**config.mk**
```make
export PLATFORM = sky130hd
export DESIGN_NAME = sbct_prep
export DESIGN_NICKNAME = d
export VERILOG_FILES = /design/src/rtl/core/sbct_pkg.sv /design/src/rtl/core/sbct_prep.sv
export SDC_FILE = /design/constraint.sdc
export NUM_CORES = 1
export LEC_CHECK = 0
export ABC_AREA = 1
export BUFFER_PORTS_ARGS = -buffer_cell sky130_fd_sc_hd__buf_4
export CORE_ASPECT_RATIO = 1.75
export CORE_MARGIN = 2
export CORE_UTILIZATION = 54
export DETAILED_ROUTE_END_ITERATION = 8
export PLACE_DENSITY = 0.89
export SLEW_MARGIN = 20
export SYNTH_ARGS = -nofsm -noshare
export SYNTH_HDL_FRONTEND = slang
export SYNTH_SLANG_ARGS = --single-unit
export TNS_END_PERCENT = 100
```
**constraint.sdc**
```tcl
create_clock -name vclk -period 9.9
set_clock_uncertainty 0.15 [all_clocks]
set_input_delay 1.98 -clock vclk [all_inputs]
set_output_delay 1.98 -clock vclk [all_outputs]
set_load 0.005 [all_outputs]
```
**src/rtl/core/sbct_pkg.sv**
```systemverilog
`timescale 1ns / 1ps
// ----------------------------------------------------------------------------
// sbct_pkg
// Shared constants and types for the segment / box clearance test.
// ----------------------------------------------------------------------------
package sbct_pkg;

	localparam int COORD_BITS_DEF = 16;
	localparam int OUT_TDATA_W    = 8;

	// per-item decisions and sign information carried alongside the operands
	typedef struct packed {
		logic bbox_clear;   // bounding boxes do not overlap
		logic end_inside;   // an endpoint lies in the closed rectangle
		logic x1_in;        // low-x edge lies within the segment's x span
		logic x2_in;        // high-x edge lies within the segment's x span
		logic z1_in;        // low-z edge lies within the segment's z span
		logic dx_neg;
		logic dx_zero;
		logic dz_neg;
		logic dz_zero;
	} sbct_flags_t;

endpackage

```
**src/rtl/core/sbct_prep.sv**
```systemverilog
`timescale 1ns / 1ps
// ----------------------------------------------------------------------------
// sbct_prep
// Orders corners, extracts spans, runs the box and endpoint tests and forms
// the multiplier operands for the x1, x2 and z1 edge crossing tests.
// ----------------------------------------------------------------------------
module sbct_prep #(
	parameter int COORD_BITS = sbct_pkg::COORD_BITS_DEF
) (
	input  logic signed [COORD_BITS-1:0] seg_ax,
	input  logic signed [COORD_BITS-1:0] seg_az,
	input  logic signed [COORD_BITS-1:0] seg_bx,
	input  logic signed [COORD_BITS-1:0] seg_bz,
	input  logic signed [COORD_BITS-1:0] box_ax,
	input  logic signed [COORD_BITS-1:0] box_az,
	input  logic signed [COORD_BITS-1:0] box_bx,
	input  logic signed [COORD_BITS-1:0] box_bz,
	output sbct_pkg::sbct_flags_t        flags,
	output logic signed [COORD_BITS:0]   dx,
	output logic signed [COORD_BITS:0]   dz,
	output logic signed [COORD_BITS:0]   x1_off,
	output logic signed [COORD_BITS:0]   x2_off,
	output logic signed [COORD_BITS:0]   zlo_off,
	output logic signed [COORD_BITS:0]   zhi_off,
	output logic signed [COORD_BITS:0]   z1_off,
	output logic signed [COORD_BITS:0]   xlo_off,
	output logic signed [COORD_BITS:0]   xhi_off
);

	logic signed [COORD_BITS-1:0] xpl, xph, zpl, zph;
	logic signed [COORD_BITS-1:0] x1, x2, z1, z2;
	logic signed [COORD_BITS-1:0] zlo, zhi, xlo, xhi;
	logic a_in, b_in;

	// widen by one bit so differences never wrap
	function automatic logic signed [COORD_BITS:0] sdiff(
		input logic signed [COORD_BITS-1:0] p,
		input logic signed [COORD_BITS-1:0] q
	);
		logic signed [COORD_BITS:0] pw, qw;
		pw = {p[COORD_BITS-1], p};
		qw = {q[COORD_BITS-1], q};
		return pw - qw;
	endfunction

	always_comb begin
		xpl = (seg_ax < seg_bx) ? seg_ax : seg_bx;
		xph = (seg_ax > seg_bx) ? seg_ax : seg_bx;
		zpl = (seg_az < seg_bz) ? seg_az : seg_bz;
		zph = (seg_az > seg_bz) ? seg_az : seg_bz;
		x1  = (box_ax < box_bx) ? box_ax : box_bx;
		x2  = (box_ax > box_bx) ? box_ax : box_bx;
		z1  = (box_az < box_bz) ? box_az : box_bz;
		z2  = (box_az > box_bz) ? box_az : box_bz;

		// overlap of segment span and rectangle span on each axis
		zlo = (z1 > zpl) ? z1 : zpl;
		zhi = (z2 < zph) ? z2 : zph;
		xlo = (x1 > xpl) ? x1 : xpl;
		xhi = (x2 < xph) ? x2 : xph;

		a_in = (seg_ax >= x1) && (seg_ax <= x2) && (seg_az >= z1) && (seg_az <= z2);
		b_in = (seg_bx >= x1) && (seg_bx <= x2) && (seg_bz >= z1) && (seg_bz <= z2);

		dx = sdiff(seg_bx, seg_ax);
		dz = sdiff(seg_bz, seg_az);

		x1_off  = sdiff(x1, seg_ax);
		x2_off  = sdiff(x2, seg_ax);
		zlo_off = sdiff(zlo, seg_az);
		zhi_off = sdiff(zhi, seg_az);
		z1_off  = sdiff(z1, seg_az);
		xlo_off = sdiff(xlo, seg_ax);
		xhi_off = sdiff(xhi, seg_ax);

		flags.bbox_clear = (xpl > x2) || (xph < x1) || (zpl > z2) || (zph < z1);
		flags.end_inside = a_in || b_in;
		flags.x1_in      = (x1 >= xpl) && (x1 <= xph);
		flags.x2_in      = (x2 >= xpl) && (x2 <= xph);
		flags.z1_in      = (z1 >= zpl) && (z1 <= zph);
		flags.dx_neg     = dx[COORD_BITS];
		flags.dx_zero    = (dx == '0);
		flags.dz_neg     = dz[COORD_BITS];
		flags.dz_zero    = (dz == '0);
	end

endmodule

```
==> impl_metrics.tcl, run 1 <==
set metrics [dict create \
    status "did not finish" \
    haltStage "5_1_grt" \
    error "[ERROR GRT-0116] Global routing finished with congestion. Check the congestion regions in the DRC Viewer." \
    netlist_area_sq_um 14300 \
    start_util_pct 54.9 \
    synth.distinct_cells 54 \
    grt_usage_pct 51.4 \
    die_w_um 127 \
    dieHeight_um 219 \
    synth_fp_nets 2792 \
    grt_max_degree 31 \
    grt_pass1_vias 21100 \
    io_pins 290 \
    rows 78 \
    gp_congestion 1.10 \
    synthTopCellsByArea "ha_1 (34%), nand2_1 (13%), inv_1 (9.4%)" \
    grt_pass1_wl_mm 111 \
    post-place-ws_ns -1.13 \
    postSynthAreaPerCell_sq_um 6.28 \
    seq_area_frac_synth_pct 0 \
    portBuffers 290 \
    grt-ovfl-total 3 \
    yosysTopAreaCell "ha_1" \
    yosysWarnings 0 \
    dp_cells 3226 \
    detailed_place_hpwl_mm 57.4 \
    synthCells 2271 \
    synth_top_area_share_pct 33.7 \
]
Yosys cell counts (17+ instances only):
master / count
a21oi_1: 191
nand2_1: 501
nor3_1: 30
ha_1: 384
nor2_1: 96
o21ai_0: 198
inv_1: 357
a211oi_1: 18
xnor2_1: 45
o21ai_1: 17
clkbuf_1: 22
nand4_1: 44
nand3_1: 87
o21a_1: 26
xor2_1: 88
layer usage:
metal	GRT overflow	track usage, %
met1	0	43.7
met4	0	63.7
met2	3	87.2
met5	0	0
met3	0	14.1
cells by family after synthesis:
group / after synthesis / share of synthesized area (%)
AO/OA/AOI/OAI: 547 / 21.9
XOR/XNOR: 133 / 8.17
adder cells (fa/ha/maj): 393 / 35.0
buffers and inverters: 398 / 10.8
AND/OR/NAND/NOR: 800 / 24.2
stage by stage:
step	area (sq um)	hold WS, ns
after floorplan	14300	3.95
after global placement	19600	4.23
after detailed placement	19600	4.25
after CTS	20100	4.25
repair_timing:
action | in CTS
pin swaps | 16
setup buffers | 40
gates resized for setup | 86
hold buffers | 0
endpoints found under the setup margin | 31
gates cloned | 2
==> run 2, diff against run 1 <==
CORE_ASPECT_RATIO = default   (was 1.75)
CORE_UTILIZATION = 40   (was 54)
PLACE_DENSITY = default   (was 0.89)
PLACE_DENSITY_LB_ADDON = 0.15   (was default)
clock period = 12.9 ns   (was 9.9 ns; I/O delays follow)
==> impl_metrics.tcl, run 2 <==
set metrics [dict create \
    netlist_area_sq_um 14300 \
    synthTopCellsByArea "ha_1 (34%), nand2_1 (13%), inv_1 (9.4%)" \
    leakagePower_nw 9.65 \
    drt-wirelength-per-cell_um 18.2 \
    synth_top_area_share_pct 33.7 \
    final_common_cell "nand2_1" \
    num_vias 16500 \
    gp_congestion 0.981 \
    m1WireLength_mm 22.1 \
    detailed_place_hpwl_mm 49.4 \
    drtIter0Drc 753 \
    routed_wl_mm 55.3 \
    grt_pass1_wl_mm 84.5 \
    yosysTopAreaCell "ha_1" \
    fmax_mhz 81.9 \
    rows 69 \
    start_util_pct 40.4 \
    antenna_found_initial 0 \
    nFlopsAndLatches 0 \
    final_antenna_net_count 0 \
    grt_max_degree 33 \
    yosysMostFrequentCell "nand2_1" \
    synthCells 2271 \
    die_w_um 193 \
    yosysWarnings 0 \
    tns_ns 0 \
    synth.distinct_cells 54 \
    seq_area_sq_um 0 \
    status "complete, no violations" \
    portBuffers 290 \
    worstMarginPinSlew_ns 0.928 \
    finalMaxSlewViolations 0 \
    dr.max_layer_used "met4" \
    period_needed_ns 12.22 \
    cp-end-kind "primary output" \
    wl_met3_mm 2.39 \
    area_growth_pct 21.2 \
    postSynthAreaPerCell_sq_um 6.28 \
    grt_usage_pct 29.2 \
    clock_buffers 0 \
    path_max_fanout 30 \
    worst_slack_ns 0.685 \
    cap_violations 0 \
    crit_buf_inv 7 \
    grt_pass1_vias 16400 \
    ir_drop_uv 141 \
    hold_ws_ns 5.45 \
    nFillCells 3758 \
    cpPeakStageDelay_ns 0.40 \
    powerDensity_nw_per_um2 156 \
    grt-ovfl-total 0 \
    post-place-ws_ns 0.364 \
    maxSlewHeadroom_pct 37.6 \
    firstDrtPassIters 5 \
    drive_above_1_share_pct 14.9 \
    via_per_inst 5.41 \
    hold_buffers 0 \
    final_cell_mix "nand2_1 (501), ha_1 (384), inv_1 (356), buf_4 (348), o21ai_0 (194)" \
    hold_violations 0 \
    diodes 0 \
    slowest_stage "ha_1" \
    cp_top_family "compound AO/OA/AOI/OAI gates" \
    routed-wl-met2_mm 27.4 \
    fin_crit_sh_pct 94.7 \
    seq_area_frac_synth_pct 0 \
    synth_fp_nets 2792 \
    worst_path_most_repeated_cell "nand2_1" \
    worst-setup-path-type "input pin to primary output" \
    finalSetupViolCount 0 \
    hold_class "input pin to primary output" \
    die-area_sq_um 37200 \
    core_sq_um 35300 \
    dieHeight_um 193 \
    synth_common_cells "nand2_1 (501), ha_1 (384), inv_1 (357)" \
    crit_arrival_ns 9.49 \
    io_pins 290 \
    drc 0 \
    rsz0062_at_grt "false" \
    utilization_pct 48.9 \
    cp-start-kind "input pin" \
    nets 3103 \
    cp.required_ns 10.17 \
]
## run 2: cell counts after synthesis
Identical to the previous run, type by type.
## run 2: layer usage
layer	track usage (%)	vias up
met5	0	-
met4	14.9	0
met3	1.55	139
met2	55.0	490
met1	33.0	7449
li1	-	8387
## run 2: where the power goes
part           internal [W]  switching [W]
Combinational       0.00119        0.00150
Clock                     0              0
Sequential                0              0
Total               0.00119        0.00150
## run 2: through the flow
stage | power [W] | cells | area, sq um
after floorplan | 0.00155 | 2271 | 14300
after detailed placement | 0.00267 | 3041 | 17300
after CTS | 0.00269 | 3041 | 17300
after global routing | 0.00299 | 3041 | 17300
after global placement | 0.00265 | 3041 | 17300
final | 0.00269 | 3041 | 17300
## run 2: timing repair
item                                    CTS  global route
endpoints found under the hold margin     0             0
endpoints found under the setup margin    0             6
gates resized for setup                   0             7
setup buffers                             0             0
## run 2: cell families after synthesis
| logic type | synth area share (%) |
|---|---|
| AOI/OAI and AO/OA | 21.9 |
| and+or+nand+nor | 24.2 |
| adders and majority gates | 35.0 |
| xor gates and xnor gates | 8.17 |
| buffers and inverters | 10.8 |
## run 2: final timing paths
check             startpoint  depth (start not counted)           to  slack (ns)
setup / recovery   seg_ax[2]                         46  xhi_off[15]        0.68
hold / removal     seg_az[0]                          4   zhi_off[0]        5.45
## run 2: area by class of cell
cell class                 instances  area [sq um]  share of cell area, %
tap                              461           577                   3.34
multi-input combinational       1873         12700                   73.7
inverter                         359          1350                   7.80
timing repair buffer             348          2610                   15.1
Note: power is estimated with default switching activity, not from simulation.
==> run 3, diff against run 2 <==
clock period = 10.88 ns   (was 12.9 ns; I/O delays follow)
==> impl_metrics.tcl, run 3 (synthesized netlist as in run 2, its figures left out) <==
set metrics [dict create \
    core_sq_um 35300 \
    hp-start "seg_az[0]" \
    worst_path_most_repeated_cell "nand2_2" \
    hold_buffers 0 \
    period_needed_ns 10.52 \
    powerDensity_nw_per_um2 189 \
    fin_crit_sh_pct 96.7 \
    cp-end-kind "primary output" \
    nets 3266 \
    drive_above_1_share_pct 22.3 \
    worst_hold_path.endpoint "dz[0]" \
    routed-wl-met2_mm 29.6 \
    drt-wirelength-per-cell_um 18.3 \
    hold_class "input pin to primary output" \
    seq_area_sq_um 0 \
    internal_power_w 0.00168 \
    finalSetupViolCount 0 \
    portBuffers 290 \
    grt_pass1_vias 16700 \
    grt-ovfl-total 0 \
    rsz0062_at_grt "true" \
    routed_wl_mm 58.7 \
    drtIter0Drc 919 \
    nFlopsAndLatches 0 \
    final_common_cell "buf_4" \
    design_area_sq_um 19000 \
    num_vias 17200 \
    total_power_w 0.00357 \
    cp.required_ns 8.55 \
    cp-start-kind "input pin" \
    wl_met3_mm 2.66 \
    dp_cells 3180 \
    worst-setup-path-type "input pin to primary output" \
    via_per_inst 5.35 \
    switching_share_pct 53.0 \
    grt_usage_pct 30.2 \
    finalMaxSlewViolations 0 \
    io_pins 290 \
    clkPwrFrac_pct 0 \
    gp_congestion 0.987 \
    fmax_mhz 95.1 \
    antenna_found_initial 5 \
    nFillCells 3655 \
    p_seq_share_pct 0 \
    hold_violations 0 \
    leakagePower_nw 10.5 \
    hold_ws_ns 4.64 \
    rows 69 \
    dr.max_layer_used "met5" \
    die-area_sq_um 37200 \
    start_util_pct 40.4 \
    dieHeight_um 193 \
    crit_start "seg_ax[2]" \
    cpPeakStageDelay_ns 0.36 \
    final_antenna_net_count 0 \
    m1WireLength_mm 23.0 \
    status "complete, no violations" \
    crit_arrival_ns 8.19 \
    holdPathStages 4 \
    tns_ns 0 \
    grt_max_degree 31 \
    path_max_fanout 8 \
    grt_pass1_wl_mm 86.9 \
    p_switching_w 0.00189 \
    pwr-share-comb_pct 100.0 \
    area_growth_pct 33.0 \
    maxSlewHeadroom_pct 38.8 \
    fin_cells 3205 \
    firstDrtPassIters 5 \
    die_w_um 193 \
    cap_violations 0 \
    detailed_place_hpwl_mm 52.0 \
    drc 0 \
    slowest_stage "fa_2" \
    clock_buffers 0 \
    placed_cell_area_sq_um 18300 \
    ir_drop_uv 214 \
    final_cell_mix "buf_4 (494), nand2_1 (492), ha_1 (375), inv_1 (351), a21oi_1 (183)" \
    worstMarginPinSlew_ns 0.910 \
]
[run 3: changes by cell type in the layout (fill, tap and decap cells not counted), sizes merged]
cell / delta
clkinvlp: +2
clkbuf: +3
inv: -1
diode: +1
buf: +159
[run 3: how the worst max path moves through the flow]
stage               slack (ns)          end  cells after the start
global route             -0.02  xhi_off[16]                     44
CTS                       0.01  xlo_off[12]                     35
global placement          0.03  xhi_off[16]                     47
floorplan                 0.70  xlo_off[12]                     43
detailed placement       -0.11  xlo_off[12]                     35
finish                    0.36  xlo_off[12]                     45
[run 3: final cells by class]
cell class	count	area (sq um)	area share, %
tap	461	577	3.04
timing repair buffer	510	3980	21.0
multi-input combinational	1873	13000	68.8
inverter	359	1360	7.17
timing repair inverter	1	7.51	0.0396
antenna	1	2.50	0.0132
[run 3: per-layer routing]
layer / track usage [%] / vias to the layer above
li1: - / 8710
met1: 33.8 / 7788
met2: 57.6 / 509
met3: 2.02 / 146
met4: 14.1 / 8
met5: 0 / -
[run 3: repair_timing]
item	in CTS	in global routing
setup endpoints to repair	5	27
gates resized for setup	10	133
pin swaps	0	39
setup buffers	0	20
gates cloned	0	4
[run 3: power groups by stage]
stage / logic [W] / clock network (W) / registers [W]
after floorplan: 0.00183 / 0 / 0
after global placement: 0.00338 / 0 / 0
after detailed placement: 0.00342 / 0 / 0
after CTS: 0.00344 / 0 / 0
after global routing: 0.00395 / 0 / 0
final: 0.00357 / 0.0000000000123 / 0
[run 3: metrics by stage]
stage / setup WS [ns] / utilization, %
2_1_floorplan: 0.697 / -
3_3_place_gp: 0.0299 / 51.9
3_5_place_dp: -0.111 / 51.9
4_1_cts: 0.0124 / 52.0
5_1_grt: -0.0232 / 53.7
6_report: 0.361 / 53.7
[run 3: worst max-delay path, delay by kind of cell]
family / cells / cell delay (ns)
buffers and inverters: 8 / 0.86
AO/OA/AOI/OAI: 14 / 2.28
AND/OR/NAND/NOR: 17 / 1.34
adder cells (fa/ha/maj): 4 / 1.07
XOR/XNOR: 2 / 0.44
